<file path="src/rtl/core/tiny_register_vm_core_top_defines.svh">
// assertion macros for the tiny register vm core
// used by rtl files that carry concurrent checks, no other dependencies
`ifndef TINY_REGISTER_VM_CORE_TOP_DEFINES_SVH
`define TINY_REGISTER_VM_CORE_TOP_DEFINES_SVH

`ifndef ASSERT_OFF

`define ASSERT_CLK(lbl, clk, rstn, prop) \
    lbl: assert property (@(posedge clk) disable iff (!(rstn)) (prop)) \
        else $error("assertion failed");

`define ASSERT_NEVER(lbl, clk, rstn, expr) \
    lbl: assert property (@(posedge clk) disable iff (!(rstn)) !(expr)) \
        else $error("forbidden condition seen");

`else

`define ASSERT_CLK(lbl, clk, rstn, prop)

`define ASSERT_NEVER(lbl, clk, rstn, expr)

`endif

`endif

</file>
<file path="src/rtl/core/trvm_pkg.sv">
// shared types and constants for the tiny register vm core
// no dependencies
`default_nettype none

package trvm_pkg;

    localparam int WORD_W      = 16;
    localparam int OP_W        = 4;
    localparam int IDX_W       = 4;
    localparam int IMM_W       = 8;
    localparam int NUM_GPR     = 8;
    localparam int GPR_IDX_W   = $clog2(NUM_GPR);
    localparam int QUEUE_DEPTH = 2;
    localparam int QPTR_W      = (QUEUE_DEPTH > 1) ? $clog2(QUEUE_DEPTH) : 1;
    localparam int QCNT_W      = $clog2(QUEUE_DEPTH + 1);
    localparam int DIV_CNT_W   = $clog2(WORD_W);

    localparam logic [OP_W-1:0] OP_HALT = 4'h0;
    localparam logic [OP_W-1:0] OP_ADD  = 4'h1;
    localparam logic [OP_W-1:0] OP_SUB  = 4'h2;
    localparam logic [OP_W-1:0] OP_DIV  = 4'h3;
    localparam logic [OP_W-1:0] OP_MUL  = 4'h4;
    localparam logic [OP_W-1:0] OP_PRR  = 4'h5;
    localparam logic [OP_W-1:0] OP_PRI  = 4'h6;
    localparam logic [OP_W-1:0] OP_STI  = 4'h7;

    localparam logic [IDX_W-1:0]  IDX_PC       = 4'd8;
    localparam logic [WORD_W-1:0] DIV_ZERO_VAL = 16'hFFFF;

    typedef struct packed {
        logic [OP_W-1:0]  op;
        logic [IDX_W-1:0] dest;
        logic [IDX_W-1:0] rd_a;
        logic [IDX_W-1:0] rd_b;
        logic [IMM_W-1:0] imm;
    } t_dec;

    typedef struct packed {
        logic              start;
        logic [WORD_W-1:0] dividend;
        logic [WORD_W-1:0] divisor;
    } t_div_req;

    typedef struct packed {
        logic              done;
        logic [WORD_W-1:0] quot;
    } t_div_st;

endpackage

`default_nettype wire

</file>
<file path="src/rtl/core/trvm_front.sv">
// front end: takes instruction words and splits them into decoded fields
// depends on trvm_pkg
`default_nettype none

module trvm_front
    import trvm_pkg::*;
(
    input  wire logic              i_valid,
    output logic                   o_ready,
    input  wire logic [WORD_W-1:0] i_instruction,
    output logic                   o_push,
    output t_dec                   o_dec,
    input  wire logic              i_q_ready
);

    logic [OP_W-1:0] op;

    assign op = i_instruction[15:12];

    always_comb begin
        o_dec.op   = op;
        o_dec.dest = i_instruction[11:8];
        o_dec.rd_a = (op == OP_PRR) ? i_instruction[11:8] : i_instruction[7:4];
        o_dec.rd_b = i_instruction[3:0];
        o_dec.imm  = i_instruction[7:0];
    end

    assign o_ready = i_q_ready;
    assign o_push  = i_valid && i_q_ready;

endmodule

`default_nettype wire

</file>
<file path="src/rtl/core/trvm_queue.sv">
// short queue of decoded words between front and back
// depends on trvm_pkg
`default_nettype none

module trvm_queue
    import trvm_pkg::*;
(
    input  wire logic i_clk,
    input  wire logic i_rst_n,
    input  wire logic i_push,
    input  wire t_dec i_data,
    output logic      o_ready,
    output logic      o_valid,
    output t_dec      o_data,
    input  wire logic i_pop
);

    t_dec              r_mem [QUEUE_DEPTH];
    logic [QPTR_W-1:0] r_wr_ptr;
    logic [QPTR_W-1:0] r_rd_ptr;
    logic [QCNT_W-1:0] r_cnt;
    logic              push_ok;
    logic              pop_ok;

    assign o_ready = (r_cnt != QCNT_W'(QUEUE_DEPTH));
    assign o_valid = (r_cnt != '0);
    assign o_data  = r_mem[r_rd_ptr];
    assign push_ok = i_push && o_ready;
    assign pop_ok  = i_pop && o_valid;

    function automatic logic [QPTR_W-1:0] ptr_inc(input logic [QPTR_W-1:0] p);
        return (p == QPTR_W'(QUEUE_DEPTH - 1)) ? '0 : QPTR_W'(p + 1'b1);
    endfunction

    always_ff @(posedge i_clk) begin
        if (!i_rst_n) begin
            r_wr_ptr <= '0;
            r_rd_ptr <= '0;
            r_cnt    <= '0;
        end else begin
            if (push_ok) begin
                r_wr_ptr <= ptr_inc(r_wr_ptr);
            end
            if (pop_ok) begin
                r_rd_ptr <= ptr_inc(r_rd_ptr);
            end
            if (push_ok && !pop_ok) begin
                r_cnt <= QCNT_W'(r_cnt + 1'b1);
            end else if (pop_ok && !push_ok) begin
                r_cnt <= QCNT_W'(r_cnt - 1'b1);
            end
        end
    end

    always_ff @(posedge i_clk) begin
        if (push_ok) begin
            r_mem[r_wr_ptr] <= i_data;
        end
    end

endmodule

`default_nettype wire

</file>
<file path="src/rtl/core/trvm_div.sv">
// iterative restoring divider, one quotient bit per cycle
// depends on trvm_pkg
`default_nettype none

module trvm_div
    import trvm_pkg::*;
(
    input  wire logic     i_clk,
    input  wire logic     i_rst_n,
    input  wire t_div_req i_req,
    output t_div_st       o_st
);

    logic                 r_busy;
    logic                 r_done;
    logic [DIV_CNT_W-1:0] r_cnt;
    logic [WORD_W-1:0]    r_rem;
    logic [WORD_W-1:0]    r_quo;
    logic [WORD_W-1:0]    r_dvs;
    logic [WORD_W:0]      shifted;
    logic [WORD_W:0]      diff;
    logic                 ge;

    assign shifted = {r_rem, r_quo[WORD_W-1]};
    assign ge      = (shifted >= {1'b0, r_dvs});
    assign diff    = shifted - {1'b0, r_dvs};

    always_ff @(posedge i_clk) begin
        if (!i_rst_n) begin
            r_busy <= 1'b0;
            r_done <= 1'b0;
            r_cnt  <= '0;
        end else if (i_req.start) begin
            r_busy <= 1'b1;
            r_done <= 1'b0;
            r_cnt  <= '0;
        end else if (r_busy) begin
            r_cnt <= DIV_CNT_W'(r_cnt + 1'b1);
            if (r_cnt == DIV_CNT_W'(WORD_W - 1)) begin
                r_busy <= 1'b0;
                r_done <= 1'b1;
            end
        end
    end

    always_ff @(posedge i_clk) begin
        if (i_req.start) begin
            r_rem <= '0;
            r_quo <= i_req.dividend;
            r_dvs <= i_req.divisor;
        end else if (r_busy) begin
            r_rem <= ge ? diff[WORD_W-1:0] : shifted[WORD_W-1:0];
            r_quo <= {r_quo[WORD_W-2:0], ge};
        end
    end

    assign o_st.done = r_done;
    assign o_st.quot = r_quo;

endmodule

`default_nettype wire

</file>
<file path="src/rtl/core/trvm_back.sv">
// back end: register file, program counter, execute and result register
// depends on trvm_pkg, trvm_div through its ports, and the assertion macros
`default_nettype none
`include "tiny_register_vm_core_top_defines.svh"

module trvm_back
    import trvm_pkg::*;
(
    input  wire logic               i_clk,
    input  wire logic               i_rst_n,
    input  wire logic               i_q_valid,
    input  wire t_dec               i_q_data,
    output logic                    o_q_pop,
    output t_div_req                o_div_req,
    input  wire t_div_st            i_div_st,
    output logic                    o_valid,
    input  wire logic               i_ready,
    output logic [WORD_W-1:0]       o_next_fetch_address,
    output logic                    o_print_valid,
    output logic [WORD_W-1:0]       o_print_value,
    output logic                    o_halted,
    output logic                    o_divide_by_zero
);

    localparam logic [1:0] S_IDLE = 2'd0;
    localparam logic [1:0] S_EXEC = 2'd1;
    localparam logic [1:0] S_DIV  = 2'd2;

    logic [WORD_W-1:0] r_gpr [NUM_GPR];
    logic [NUM_GPR-1:0] r_gpr_vld;
    logic [WORD_W-1:0] r_rd_a;
    logic [WORD_W-1:0] r_rd_b;
    logic              r_rd_a_vld;
    logic              r_rd_b_vld;

    logic [1:0]        r_state, n_state;
    t_dec              r_ins, n_ins;
    logic [WORD_W-1:0] r_pc, n_pc;
    logic              r_halt, n_halt;
    logic              r_out_valid, n_out_valid;
    logic [WORD_W-1:0] r_nfa, n_nfa;
    logic              r_pv, n_pv;
    logic [WORD_W-1:0] r_pval, n_pval;
    logic              r_halted, n_halted;
    logic              r_dz, n_dz;

    logic              out_free;
    logic [WORD_W-1:0] pc1;
    logic [WORD_W-1:0] a;
    logic [WORD_W-1:0] b;
    logic [2*WORD_W-1:0] prod;
    logic              wr_en;
    logic [WORD_W-1:0] wr_val;

    function automatic logic [WORD_W-1:0] reg_val(
        input logic [IDX_W-1:0]  idx,
        input logic [WORD_W-1:0] data,
        input logic              vld,
        input logic [WORD_W-1:0] pc
    );
        logic [WORD_W-1:0] v;
        if (idx < IDX_W'(NUM_GPR)) begin
            v = vld ? data : '0;
        end else if (idx == IDX_PC) begin
            v = pc;
        end else begin
            v = '0;
        end
        return v;
    endfunction

    assign out_free = !r_out_valid || i_ready;
    assign pc1      = WORD_W'(r_pc + 1'b1);
    assign a        = reg_val(r_ins.rd_a, r_rd_a, r_rd_a_vld, pc1);
    assign b        = reg_val(r_ins.rd_b, r_rd_b, r_rd_b_vld, pc1);
    assign prod     = a * b;

    always_comb begin
        n_state     = r_state;
        n_ins       = r_ins;
        n_pc        = r_pc;
        n_halt      = r_halt;
        n_out_valid = r_out_valid && !i_ready;
        n_nfa       = r_nfa;
        n_pv        = r_pv;
        n_pval      = r_pval;
        n_halted    = r_halted;
        n_dz        = r_dz;
        wr_en       = 1'b0;
        wr_val      = '0;
        o_q_pop     = 1'b0;
        o_div_req.start    = 1'b0;
        o_div_req.dividend = a;
        o_div_req.divisor  = b;
        unique case (r_state)
            S_IDLE: begin
                if (i_q_valid) begin
                    o_q_pop = 1'b1;
                    n_ins   = i_q_data;
                    n_state = S_EXEC;
                end
            end
            S_EXEC: begin
                if (out_free) begin
                    n_out_valid = 1'b1;
                    n_state     = S_IDLE;
                    n_pv        = 1'b0;
                    n_pval      = '0;
                    n_dz        = 1'b0;
                    if (r_halt) begin
                        n_nfa    = r_pc;
                        n_halted = 1'b1;
                    end else begin
                        n_halted = 1'b0;
                        n_pc     = pc1;
                        unique case (r_ins.op)
                            OP_HALT: begin
                                n_halt   = 1'b1;
                                n_halted = 1'b1;
                            end
                            OP_ADD: begin
                                wr_en  = 1'b1;
                                wr_val = WORD_W'(a + b);
                            end
                            OP_SUB: begin
                                wr_en  = 1'b1;
                                wr_val = WORD_W'(a - b);
                            end
                            OP_DIV: begin
                                if (b == '0) begin
                                    wr_en  = 1'b1;
                                    wr_val = DIV_ZERO_VAL;
                                    n_dz   = 1'b1;
                                end else begin
                                    o_div_req.start = 1'b1;
                                    n_out_valid     = 1'b0;
                                    n_state         = S_DIV;
                                end
                            end
                            OP_MUL: begin
                                wr_en  = 1'b1;
                                wr_val = prod[WORD_W-1:0];
                            end
                            OP_PRR: begin
                                n_pv   = 1'b1;
                                n_pval = a;
                            end
                            OP_PRI: begin
                                n_pv   = 1'b1;
                                n_pval = {{(WORD_W-IMM_W){1'b0}}, r_ins.imm};
                            end
                            OP_STI: begin
                                wr_en  = 1'b1;
                                wr_val = {{(WORD_W-IMM_W){1'b0}}, r_ins.imm};
                            end
                            default: begin
                            end
                        endcase
                        if (wr_en && (r_ins.dest == IDX_PC)) begin
                            n_pc = wr_val;
                        end
                        n_nfa = n_pc;
                    end
                end
            end
            S_DIV: begin
                if (i_div_st.done && out_free) begin
                    wr_en       = 1'b1;
                    wr_val      = i_div_st.quot;
                    if (r_ins.dest == IDX_PC) begin
                        n_pc = i_div_st.quot;
                    end
                    n_nfa       = n_pc;
                    n_out_valid = 1'b1;
                    n_pv        = 1'b0;
                    n_pval      = '0;
                    n_halted    = 1'b0;
                    n_dz        = 1'b0;
                    n_state     = S_IDLE;
                end
            end
            default: begin
                n_state = S_IDLE;
            end
        endcase
    end

    always_ff @(posedge i_clk) begin
        if (!i_rst_n) begin
            r_state     <= S_IDLE;
            r_pc        <= '0;
            r_halt      <= 1'b0;
            r_out_valid <= 1'b0;
            r_gpr_vld   <= '0;
        end else begin
            r_state     <= n_state;
            r_pc        <= n_pc;
            r_halt      <= n_halt;
            r_out_valid <= n_out_valid;
            if (wr_en && (r_ins.dest < IDX_W'(NUM_GPR))) begin
                r_gpr_vld[r_ins.dest[GPR_IDX_W-1:0]] <= 1'b1;
            end
        end
    end

    always_ff @(posedge i_clk) begin
        r_ins    <= n_ins;
        r_nfa    <= n_nfa;
        r_pv     <= n_pv;
        r_pval   <= n_pval;
        r_halted <= n_halted;
        r_dz     <= n_dz;
    end

    always_ff @(posedge i_clk) begin
        if (wr_en && (r_ins.dest < IDX_W'(NUM_GPR))) begin
            r_gpr[r_ins.dest[GPR_IDX_W-1:0]] <= wr_val;
        end
        if (o_q_pop) begin
            r_rd_a     <= r_gpr[i_q_data.rd_a[GPR_IDX_W-1:0]];
            r_rd_b     <= r_gpr[i_q_data.rd_b[GPR_IDX_W-1:0]];
            r_rd_a_vld <= r_gpr_vld[i_q_data.rd_a[GPR_IDX_W-1:0]];
            r_rd_b_vld <= r_gpr_vld[i_q_data.rd_b[GPR_IDX_W-1:0]];
        end
    end

    assign o_valid              = r_out_valid;
    assign o_next_fetch_address = r_nfa;
    assign o_print_valid        = r_pv;
    assign o_print_value        = r_pval;
    assign o_halted             = r_halted;
    assign o_divide_by_zero     = r_dz;

    `ASSERT_CLK(a_halt_sticky, i_clk, i_rst_n, r_halt |=> r_halt)
    `ASSERT_CLK(a_pop_only_idle, i_clk, i_rst_n, o_q_pop |-> (r_state == S_IDLE))
    `ASSERT_CLK(a_div_start_waits, i_clk, i_rst_n, o_div_req.start |=> (r_state == S_DIV))
    `ASSERT_NEVER(a_dz_no_print, i_clk, i_rst_n, o_valid && o_divide_by_zero && o_print_valid)

endmodule

`default_nettype wire

</file>
<file path="src/rtl/core/tiny_register_vm_core_top.sv">
// top level of the tiny register vm core: front, queue, back and divider
// depends on trvm_pkg, trvm_front, trvm_queue, trvm_div, trvm_back
//
// input channel: one 16-bit instruction word per handshake (i_valid / o_ready),
// fetched from program memory outside the block at the last next fetch address.
// output channel: one result word per instruction (o_valid / i_ready) with the
// next fetch address, print flag and value, halted flag and divide-by-zero flag.
// a two-entry queue sits between the decoding front and the executing back.
// path: an accepted word waits in the queue, is popped in the idle state with
// a registered read of the register file, runs in the execute state and is
// then held in the result register; a divide with a nonzero divisor also waits
// in the divide state for the bit-serial divider, one quotient bit per cycle.
// the back takes a new word only after the last has left execute or divide.
// reset: registers, program counter and halt flag clear, queue and result
// register empty; after a halt each word gives the held counter and halted.
// receiver stall: the result register holds, the back stops, and the queue
// fills, after which o_ready drops until results are taken.
`default_nettype none

module tiny_register_vm_core_top
    import trvm_pkg::*;
(
    input  wire logic              i_clk,
    input  wire logic              i_rst_n,
    input  wire logic              i_valid,
    output logic                   o_ready,
    input  wire logic [WORD_W-1:0] i_instruction,
    output logic                   o_valid,
    input  wire logic              i_ready,
    output logic [WORD_W-1:0]      o_next_fetch_address,
    output logic                   o_print_valid,
    output logic [WORD_W-1:0]      o_print_value,
    output logic                   o_halted,
    output logic                   o_divide_by_zero
);

    logic     push;
    t_dec     f_dec;
    logic     q_ready;
    logic     q_valid;
    t_dec     q_data;
    logic     q_pop;
    t_div_req div_req;
    t_div_st  div_st;

    trvm_front u_front (
        .i_valid       (i_valid),
        .o_ready       (o_ready),
        .i_instruction (i_instruction),
        .o_push        (push),
        .o_dec         (f_dec),
        .i_q_ready     (q_ready)
    );

    trvm_queue u_queue (
        .i_clk   (i_clk),
        .i_rst_n (i_rst_n),
        .i_push  (push),
        .i_data  (f_dec),
        .o_ready (q_ready),
        .o_valid (q_valid),
        .o_data  (q_data),
        .i_pop   (q_pop)
    );

    trvm_div u_div (
        .i_clk   (i_clk),
        .i_rst_n (i_rst_n),
        .i_req   (div_req),
        .o_st    (div_st)
    );

    trvm_back u_back (
        .i_clk                (i_clk),
        .i_rst_n              (i_rst_n),
        .i_q_valid            (q_valid),
        .i_q_data             (q_data),
        .o_q_pop              (q_pop),
        .o_div_req            (div_req),
        .i_div_st             (div_st),
        .o_valid              (o_valid),
        .i_ready              (i_ready),
        .o_next_fetch_address (o_next_fetch_address),
        .o_print_valid        (o_print_valid),
        .o_print_value        (o_print_value),
        .o_halted             (o_halted),
        .o_divide_by_zero     (o_divide_by_zero)
    );

endmodule

`default_nettype wire
</file>
<file path="config.mk">
export PLATFORM = sky130hd
export DESIGN_NAME = tiny_register_vm_core_top
export DESIGN_NICKNAME = d
export VERILOG_FILES = /design/src/rtl/core/trvm_pkg.sv /design/src/rtl/core/trvm_front.sv /design/src/rtl/core/trvm_queue.sv /design/src/rtl/core/trvm_div.sv /design/src/rtl/core/trvm_back.sv /design/src/rtl/core/tiny_register_vm_core_top.sv
export VERILOG_INCLUDE_DIRS = /design/src /design/src/rtl/core
export SDC_FILE = /design/constraint.sdc
export NUM_CORES = 1
export LEC_CHECK = 0
export BUFFER_PORTS_ARGS = -buffer_cell sky130_fd_sc_hd__buf_4
export CAP_MARGIN = 15
export CORE_MARGIN = 2
export CORE_UTILIZATION = 40
export CTS_CLUSTER_SIZE = 10
export DETAILED_ROUTE_END_ITERATION = 10
export GPL_ROUTABILITY_DRIVEN = 0
export GPL_TIMING_DRIVEN = 0
export PLACE_DENSITY = 0.62
export SLEW_MARGIN = 15
export SYNTH_ARGS = -nofsm -noshare
export SYNTH_HDL_FRONTEND = slang
export SYNTH_SLANG_ARGS = --single-unit
</file>
<file path="constraint.sdc">
create_clock -name i_clk -period 21.3 [get_ports i_clk]
set_input_delay 4.26 -clock i_clk [delete_from_list [all_inputs] [get_ports i_clk]]
set_output_delay 4.26 -clock i_clk [all_outputs]
set_load 0.1 [all_outputs]
</file>
Word level (Yosys, flattened, before mapping). Memory sizes are Yosys's and may differ from the RTL's. A register that Yosys moved wholly into a read port is not among the register bits. Index checks and enable logic that the tools add are counted.

Flip-flop bits (word level): 147. RAM bits: 176. Input port bits: 20. Output and inout port bits: 37. Word-level logic and storage cells: 183. Memories: 2.

Memories: u_back.r_gpr (words 8, bits a word 16, read ports 2, clocked after Yosys merged registers in 2, write ports 1, RTL line trvm_back.sv:29) `logic [WORD_W-1:0] r_gpr [NUM_GPR];`; u_queue.r_mem (words 2, bits a word 24, read ports 1, clocked after Yosys merged registers in 1, write ports 1, RTL line trvm_queue.sv:18) `t_dec r_mem [QUEUE_DEPTH];`.

Add/subtract/negate cells: 9. Multipliers: 1. Magnitude comparators: 8. Eq/ne operators: 18. Mux-type cells: 87. Bitwise gates (word level): 2. Reductions and logical operators: 30.

Operator list (number): $mux W16 (21); $pmux W16 S2 (4); $pmux W16 S5 (1); $mux W1 (42); $sub A16 B16 Y16 (2); $eq A4 B3 Y1 const B (5); $ge A17 B16 Y1 (1); $add A16 B1 Y16 const B (1); $add A16 B16 Y16 (1); $eq A4 B4 Y1 const B (4); $logic_not A16 Y1 (1); $mul A16 B16 Y16 (1); $mux W2 (8); $lt A3 B4 Y1 const B (3); $lt A4 B4 Y1 const B (3); $pmux W1 S2 (6); $logic_and A1 B1 Y1 (10); $eq A4 B2 Y1 const B (2); $or A8 B8 Y8 (1); $reduce_bool A2 Y1 (4); $bmux W1 S3 (2); $pmux W2 S3 (1); $reduce_and A2 Y1 (3); $reduce_and A3 Y1 (2); 19 further kinds (26).

Depth between registers and ports, before layout. Gate-level depths: netlist of run 1.

Word-level depth: 15. Mapped depth: 31. Mapped depth without buffers: 28.

By module. From an unflattened synthesis of run 1, not the netlist that was laid out.

Cell total of the unflattened synthesis: 1972. Area, all modules: 22537.9 um^2.

Modules (own cells, without submodules): trvm_back (instances 1, cells an instance 1530, area an instance 17197.7 um^2, sequential area each 7196.9 um^2); trvm_div (instances 1, cells an instance 316, area an instance 3145.5 um^2, sequential area each 1401.3 um^2); trvm_queue (instances 1, cells an instance 99, area an instance 1969.4 um^2, sequential area each 1541.5 um^2); trvm_front (instances 1, cells an instance 27, area an instance 225.2 um^2, sequential area each 0.0 um^2).

Least setup slack after synthesis of run 1. Ideal clock, no wire load.

Kind: reg-to-reg. Start: register u_back.r_ins[2] (netlist name). End: memory u_back.r_gpr[0][15] (data pin). Setup time: 224 ps. Arrival time: 6892 ps. Data required time: 21076 ps. Setup slack: 14184 ps. Cell stages (with the launch flop): 27. Buffers on the path: 3. Path through: edfxtp_1 > or4b_1 > buf_2 > buf_2 > o21a_1 > inv_1 > clkbuf_1 > nand2_1 > fa_1 > fa_1 > inv_1 > fa_1 > fa_1 > inv_1 > fa_1 > fa_1 > xor2_1 > xnor2_1 > xnor2_1 > xnor2_1 > xnor2_1 > xnor2_1 > xnor3_1 > xnor2_1 > o21ai_2 > o21ai_1 > a21oi_1.

RTL lines (RTL line): end: declaration (trvm_back.sv:29).

==> results of run 1 <==
==> power by group <==
part	leakage [nW]	switching [mW]	internal (mW)	total (mW)
sequential	3.12	0.0871	0.902	0.989
combinational	5.93	1.25	0.579	1.83
clock	0.583	0.282	0.369	0.651
total	9.64	1.62	1.85	3.47
==> cell type report <==
type                            count  share of cell area (%)
Clock buffer                       70                    4.70
Tap cell                          696                    3.58
Timing Repair Buffer               68                    2.39
Multi-Input combinational cell   1625                    44.0
Inverter                          193                    2.98
Buffer                            108                    1.82
Sequential cell                   344                    40.2
Clock inverter                      6                   0.344
==> routing by layer <==
metal  part of all wire [%]  vias up  track usage (%)
met5                      0        -                0
met4                    4.4        0             9.99
met3                    9.3      219             3.70
met2                     48     1022             40.4
met1                     39     8567             30.9
li1                       -     8025                -
==> through the flow <==
step                      hold WS (ns)  setup WS, ns  power (mW)  instances  util, %
after global placement           0.433         12.68        2.73       3021     42.7
final                            0.461         12.49        3.47       3110     45.4
after detailed placement         0.442         12.61        2.77       3034     43.1
after global routing             0.489         12.21        3.66       3110     45.4
after floorplan                  0.421         14.18        2.23       2270        -
after CTS                        0.457         12.58        3.44       3110     45.4
==> flip-flops by register name (all words and copies together), names as in the netlist, 2 cells and up, named ones only <==
| signal | cells |
|---|---|
| u_div.r_dvs | 16 |
| u_queue.r_mem | 40 |
| u_back.r_pc | 16 |
| u_back.o_next_fetch_address | 16 |
| u_back.r_gpr_vld | 8 |
| u_div.r_quo | 16 |
| u_queue.r_cnt | 2 |
| u_back.r_rd_b | 16 |
| u_back.r_state | 2 |
| u_div.r_cnt | 4 |
| u_back.r_ins | 20 |
| u_div.r_rem | 16 |
| u_back.o_print_value | 16 |
| u_back.r_gpr | 128 |
| u_back.r_rd_a | 16 |
==> worst paths after layout <==
path                                              startpoint                            end  slack, ns
worst min-delay path            u_div.r_rem[15]$_SDFFE_PP0P_   u_div.r_rem[15]$_SDFFE_PP0P_       0.46
worst min register to register  u_div.r_rem[15]$_SDFFE_PP0P_   u_div.r_rem[15]$_SDFFE_PP0P_       0.46
worst max-delay path               u_back.r_ins[2]$_DFFE_PP_  u_back.r_gpr[7][15]$_DFFE_PP_      12.49
worst max register to register     u_back.r_ins[2]$_DFFE_PP_  u_back.r_gpr[7][15]$_DFFE_PP_      12.49
==> Yosys cell counts (55+ instances only) <==
library cell,number
sky130_fd_sc_hd__ha_1,88
sky130_fd_sc_hd__clkbuf_1,84
sky130_fd_sc_hd__o21ai_0,87
sky130_fd_sc_hd__nand3_1,187
sky130_fd_sc_hd__xnor2_1,65
sky130_fd_sc_hd__edfxtp_1,289
sky130_fd_sc_hd__nor2_1,198
sky130_fd_sc_hd__inv_1,178
sky130_fd_sc_hd__nand2_1,465
sky130_fd_sc_hd__fa_1,82
sky130_fd_sc_hd__a21oi_1,91
sky130_fd_sc_hd__dfxtp_1,55
==> kinds of logic (layout without fill, tap and decap cells) <==
logic type	count (synthesis)	in the layout	share of synthesized area (%)
AND/OR/NAND/NOR	973	973	20.0
buffers and inverters	301	445	5.39
XOR/XNOR	92	92	3.95
AO/OA/AOI/OAI	352	352	10.9
multiplexers	38	38	1.87
adder cells (fa/ha/maj)	170	170	12.7
flip-flops	344	344	45.2
==> critical path, cell delays in order (launching register included) <==
cell,delay (ns)
sky130_fd_sc_hd__edfxtp_1,0.46
sky130_fd_sc_hd__or4b_1,0.53
sky130_fd_sc_hd__buf_2,0.22
sky130_fd_sc_hd__buf_2,0.24
sky130_fd_sc_hd__o21a_1,0.39
sky130_fd_sc_hd__inv_1,0.14
sky130_fd_sc_hd__clkbuf_1,0.50
sky130_fd_sc_hd__nand2_1,0.17
sky130_fd_sc_hd__fa_1,0.51
sky130_fd_sc_hd__fa_1,0.57
sky130_fd_sc_hd__fa_1,0.45
sky130_fd_sc_hd__fa_1,0.54
sky130_fd_sc_hd__inv_1,0.05
sky130_fd_sc_hd__fa_1,0.48
sky130_fd_sc_hd__inv_1,0.06
sky130_fd_sc_hd__fa_1,0.49
sky130_fd_sc_hd__inv_1,0.05
sky130_fd_sc_hd__ha_1,0.34
sky130_fd_sc_hd__and3_1,0.19
sky130_fd_sc_hd__a211oi_1,0.46
sky130_fd_sc_hd__o21bai_1,0.11
sky130_fd_sc_hd__a21oi_1,0.23
sky130_fd_sc_hd__xnor2_1,0.14
sky130_fd_sc_hd__o21ai_2,0.20
sky130_fd_sc_hd__o21ai_1,0.09
sky130_fd_sc_hd__a21oi_1,0.84
==> impl_summary.log, run 1 <==
INFO  metric final.fill_count = 5,125
INFO  metric synth_cell_type_count = 91
INFO  metric worst_ir_drop_on_vdd = 0.0796 mV
INFO  metric fp.dieH = 236 um
INFO  metric worstMarginPinSlew = 1.32 ns
INFO  metric power.density = 143 nW/um^2
INFO  metric synth_seq_area_share = 45.2%
INFO  metric number_of_enable_type_register_cells_in_the_synthesized_netlist = 289
INFO  metric die_area = 55,900 um^2
INFO  metric tritoncts_num_sinks = 344
INFO  metric globalRouteOverflowTotal = 0
INFO  metric hpwl = 50,900 um
INFO  metric synth.yosys.warnings = 0
INFO  metric ys.flop_type = sky130_fd_sc_hd__edfxtp_1
INFO  metric rr_worst_depth = 25
INFO  metric portBuffers = 55
INFO  metric postRouteAntennaNets = 0
INFO  metric grt_max_degree = 41
INFO  metric synth_top_cell_by_area = sky130_fd_sc_hd__edfxtp_1
INFO  metric holdCritPathClass = register to register
INFO  metric hold_buf_cts = 0
INFO  metric criticalPathCategory = register to register
INFO  metric cts-resized-gates = 0
INFO  metric post_synth_main_area_contributors = sky130_fd_sc_hd__edfxtp_1 40%, sky130_fd_sc_hd__nand2_1 8.1%, sky130_fd_sc_hd__fa_1 7.6%
INFO  metric vias = 17,800
INFO  metric drt_wl_total = 67,700 um
INFO  metric critical_path.max_fanout = 10
INFO  metric cts-root-buf = sky130_fd_sc_hd__clkbuf_16
INFO  metric initialDrtViolationCount = 1,920
INFO  metric timing.hold.worst_path_depth = 2
INFO  metric register_bit_count_reported_by_yosys = 344
INFO  metric crit_required = 21.54 ns
INFO  metric critical_path.endpoint_type = register
INFO  metric startpoint_type = register
INFO  metric cts.path.max_buffers = 3
INFO  metric routed_wire_length_per_instance = 21.8 um
INFO  metric final.min_clock_period = 8.81 ns
INFO  metric cts_tree = built
INFO  metric area_delta_synth_final = 12.6%
INFO  metric postCtsSetupRepairBufs = 0
INFO  metric slew_viol_final = 0
INFO  metric report.final.hold_viol_count = 0
INFO  metric fraction_of_layout_cells_with_a_size_suffix_above_1 = 8.91%
INFO  metric final-setup-viol-count = 0
INFO  metric p_leak = 9.64 nW
INFO  metric postSynthCellCount = 2,270
INFO  metric postLayoutCellArea = 24,300 um^2
INFO  metric firstDrtPassIters = 6
INFO  metric mostFrequentLayoutCell = sky130_fd_sc_hd__nand2_1
INFO  metric min_period_over_period = 41.4%
INFO  metric design.portCount = 57
INFO  metric insertion_delay = 0.58 ns
INFO  metric fin_setup_tns = 0 ns
INFO  metric grt_pass1_wl = 103,000 um
INFO  metric drv.max_cap_violation_count = 0
INFO  metric path_clk_slew = 0.06 ns
INFO  metric floorplan.rows = 85
INFO  metric global_route.usage.total = 24.0%
INFO  metric synth_top_area_share = 40.1%
INFO  metric place_area = 23,100 um^2
INFO  metric sequential_cell_area = 9780 um^2
INFO  metric grt_antenna_before_repair = 1
INFO  metric floorplan.core_area = 53,600 um^2
INFO  metric post_synth.cell_area_avg = 9.52 um^2
INFO  metric antenna_cells = 0
INFO  metric numCtsBuffers = 41
INFO  metric rsz_0062_raised_after_global_routing = no
INFO  metric fmaxAchievable = 113 MHz
INFO  metric finish.net_count = 2,571
INFO  metric cp.arrival = 9.05 ns
INFO  metric mappedNetlistNets = 2,460
INFO  metric effective_utilization_at_floorplan = 40.3%
INFO  metric mappedNetlistArea = 21,600 um^2
INFO  metric outcome = finished, final reports clean
INFO  metric drt_drc_violations_left = 0
INFO  metric multiInputGateArea = 10,700 um^2
INFO  metric die_w = 236 um
INFO  metric fraction_of_synthesis_flops_using_an_asynchronous_set_or_reset_pin = 0%
INFO  metric cts_max_level = 2
INFO  metric worst_skew = 0.0234 ns
INFO  metric first_global_vias = 17,400
INFO  metric most-common-layout-cells = 465 x sky130_fd_sc_hd__nand2_1, 289 x sky130_fd_sc_hd__edfxtp_1, 191 x sky130_fd_sc_hd__nor2_1
INFO  metric vias_per_cell = 5.73
INFO  metric slew-limit-headroom = 11.4%
Note: power is estimated with default switching activity, not from simulation.
==> inputs of run 2 (changes only) <==
--- a/config.mk
+++ b/config.mk
@@ -14,7 +14,7 @@
 export DETAILED_ROUTE_END_ITERATION = 10
 export GPL_ROUTABILITY_DRIVEN = 0
 export GPL_TIMING_DRIVEN = 0
-export PLACE_DENSITY = 0.62
+export PLACE_DENSITY = 0.64
 export SLEW_MARGIN = 15
 export SYNTH_ARGS = -nofsm -noshare
 export SYNTH_HDL_FRONTEND = slang
==> constraint.sdc (replaced) <==
create_clock -name i_clk -period 8 [get_ports i_clk]
set_input_delay 1.6 -clock i_clk [delete_from_list [all_inputs] [get_ports i_clk]]
set_output_delay 1.6 -clock i_clk [all_outputs]
set_load 0.1 [all_outputs]
==> impl_summary.log, run 2 (synthesis results as in run 1) <==
INFO  metric numCtsBuffers = 42 (was 41)
INFO  metric flip_flop_count_of_the_largest_register_after_layout = 128 (unchanged)
INFO  metric initialDrtViolationCount = 2,144 (was 1,920)
INFO  metric most-common-layout-cells = 465 x sky130_fd_sc_hd__nand2_1, 289 x sky130_fd_sc_hd__edfxtp_1, 189 x sky130_fd_sc_hd__nor2_1 (was 465 x sky130_fd_sc_hd__nand2_1, 289 x sky130_fd_sc_hd__edfxtp_1, 191 x sky130_fd_sc_hd__nor2_1)
INFO  metric layout_setup_ws = 0.186 ns (was 12.49 ns)
INFO  metric grt_antenna_before_repair = 0 (was 1)
INFO  metric fp.dieH = 236 um (unchanged)
INFO  metric hold_path.startpoint = u_div.r_rem[15]$_SDFFE_PP0P_ (unchanged)
INFO  metric hold_buf_cts = 0 (unchanged)
INFO  metric final.fill_count = 5,025 (was 5,125)
INFO  metric worst_hold_slack = 0.466 ns (was 0.461 ns)
INFO  metric power = 9.40 mW (was 3.47 mW)
INFO  metric grt_pass1_wl = 102,000 um (was 103,000 um)
INFO  metric clockPowerShare = 18.7% (was 18.8%)
INFO  metric power.density = 380 nW/um^2 (was 143 nW/um^2)
INFO  metric fin_setup_tns = 0 ns (unchanged)
INFO  metric critical_path.endpoint_type = register (unchanged)
INFO  metric worst_skew = 0.0447 ns (was 0.0234 ns)
INFO  metric area_delta_synth_final = 14.3% (was 12.6%)
INFO  metric timing.critical_path.from = u_back.r_pc[1]$_SDFFE_PN0P_ (was u_back.r_ins[2]$_DFFE_PP_)
INFO  metric critical_path.max_fanout = 8 (was 10)
INFO  metric finish.net_count = 2,587 (was 2,571)
INFO  metric slew_viol_final = 0 (unchanged)
INFO  metric postLayoutCellArea = 24,700 um^2 (was 24,300 um^2)
INFO  metric vias = 17,900 (was 17,800)
INFO  metric final.min_clock_period = 7.81 ns (was 8.81 ns)
INFO  metric portBuffers = 55 (unchanged)
INFO  metric non_filler_instances = 3,126 (was 3,110)
INFO  metric grt_max_degree = 41 (unchanged)
INFO  metric power.combinational.fraction = 53.1% (was 52.7%)
INFO  metric drt_drc_violations_left = 0 (unchanged)
INFO  metric cpLargestDelayFamily = adder cells (unchanged)
INFO  metric seqPwrFrac = 28.2% (was 28.5%)
INFO  metric first_global_vias = 17,500 (was 17,400)
INFO  metric effective_utilization_at_floorplan = 40.3% (unchanged)
INFO  metric worstPathBufferInverterCount = 5 (was 7)
INFO  metric rr_startpoint = u_back.r_pc[1]$_SDFFE_PN0P_ (was u_back.r_ins[2]$_DFFE_PP_)
INFO  metric final_util = 46.1% (was 45.4%)
INFO  metric cts_tree = built (unchanged)
INFO  metric cts.path.max_buffers = 3 (unchanged)
INFO  metric die_area = 55,900 um^2 (unchanged)
INFO  metric p_switching = 4.36 mW (was 1.62 mW)
INFO  metric insertion_delay = 0.60 ns (was 0.58 ns)
INFO  metric globalRouteOverflowTotal = 0 (unchanged)
INFO  metric worstMarginPinSlew = 0.996 ns (was 1.32 ns)
INFO  metric mostFrequentLayoutCell = sky130_fd_sc_hd__nand2_1 (unchanged)
INFO  metric path_clk_slew = 0.06 ns (about the same)
INFO  metric global_route.usage.total = 24.0% (about the same)
INFO  metric drv.max_cap_violation_count = 0 (unchanged)
INFO  metric holdCritPathClass = register to register (unchanged)
INFO  metric p_int = 5.04 mW (was 1.85 mW)
INFO  metric min_period_over_period = 97.7% (was 41.4%)
INFO  metric worst_ir_drop_on_vdd = 0.193 mV (was 0.0796 mV)
INFO  metric routed_wire_length_per_instance = 21.7 um (was 21.8 um)
INFO  metric criticalPathCategory = register to register (unchanged)
INFO  metric hpwl = 50,800 um (was 50,900 um)
INFO  metric fraction_of_layout_cells_with_a_size_suffix_above_1 = 10.6% (was 8.91%)
INFO  metric place_worst_setup_slack = -0.719 ns (was 12.61 ns)
INFO  metric slew-limit-headroom = 32.7% (was 11.4%)
INFO  metric die_w = 236 um (unchanged)
INFO  metric firstDrtPassIters = 9 (was 6)
INFO  metric outcome = finished, final reports clean (unchanged)
INFO  metric fmaxAchievable = 128 MHz (was 113 MHz)
INFO  metric final-setup-viol-count = 0 (unchanged)
INFO  metric crit_required = 8.28 ns (was 21.54 ns)
INFO  metric cp_slowest_stage_delay = 0.59 ns (was 0.84 ns)
INFO  metric p_leak = 9.79 nW (was 9.64 nW)
INFO  metric cts-root-buf = sky130_fd_sc_hd__clkbuf_16 (unchanged)
INFO  metric cp.arrival = 8.10 ns (was 9.05 ns)
INFO  metric vias_per_cell = 5.74 (was 5.73)
INFO  metric design.portCount = 57 (unchanged)
INFO  metric antenna_cells = 0 (unchanged)
INFO  metric floorplan.core_area = 53,600 um^2 (unchanged)
INFO  metric startpoint_type = register (unchanged)
INFO  metric cp_max_stage_cell = sky130_fd_sc_hd__o21a_1 (was sky130_fd_sc_hd__a21oi_1)
INFO  metric cp_common_cell = sky130_fd_sc_hd__fa_1 (unchanged)
INFO  metric place_area = 23,100 um^2 (about the same)
INFO  metric place_inst = 3,034 (unchanged)
INFO  metric drt_wl_total = 67,800 um (was 67,700 um)
INFO  metric cts_max_level = 2 (unchanged)
INFO  metric tritoncts_num_sinks = 344 (unchanged)
INFO  metric floorplan.rows = 85 (unchanged)
INFO  metric power.share.switching = 46.4% (was 46.7%)
INFO  metric postRouteAntennaNets = 0 (unchanged)
INFO  metric report.final.hold_viol_count = 0 (unchanged)
[run 2: final cells by class]
type                            instances  area (um^2)  share of cell area [%]
Sequential cell                       344         9780                    39.6
Multi-Input combinational cell       1625        10900                    44.0
Timing Repair Buffer                   84          766                    3.10
Tap cell                              696          871                    3.52
Buffer                                107          444                    1.80
Clock inverter                          7         81.3                   0.329
Inverter                              193          734                    2.97
Clock buffer                           70         1180                    4.76
[run 2: worst paths after layout]
path | to | slack (ns) | cells past startpoint
setup / recovery | u_back.r_gpr[0][11]$_DFFE_PP_ | 0.19 | 25
hold / removal | u_div.r_rem[15]$_SDFFE_PP0P_ | 0.47 | 2
setup reg to reg | u_back.r_gpr[0][11]$_DFFE_PP_ | 0.19 | 25
hold reg to reg | u_div.r_rem[15]$_SDFFE_PP0P_ | 0.47 | 2
[run 2: what timing repair did]
item | CTS | global route
gates cloned | 0 | 0
pin swaps | 1 | 6
gates resized for setup | 10 | 25
setup endpoints to repair | 46 | 64
setup buffers | 0 | 16
[run 2: layer usage]
metal	vias up	share of wire [%]	global-route usage [%]
met5	-	0	0
met4	0	4.6	10.4
met3	215	9.7	4.50
met2	1031	47	39.8
met1	8640	38	30.7
li1	8057	-	-
[run 2: power by group through the flow]
stage / Sequential, mW / Clock [mW] / Combinational [mW]
after CTS: 2.63 / 1.78 / 4.80
after global placement: 2.66 / 0 / 4.61
after global routing: 2.67 / 1.86 / 5.36
final: 2.65 / 1.76 / 4.99
after detailed placement: 2.66 / 0 / 4.76
after floorplan: 2.98 / 0 / 2.97
[run 2: worst register-to-register path, delay by kind of cell (launching register included)]
kind	cells	cell delay (ns)
xor+xnor	2	0.60
simple gates	4	0.70
fa+ha+maj	8	3.18
flops	1	0.36
buf+inv	5	0.62
compound gates	6	2.06
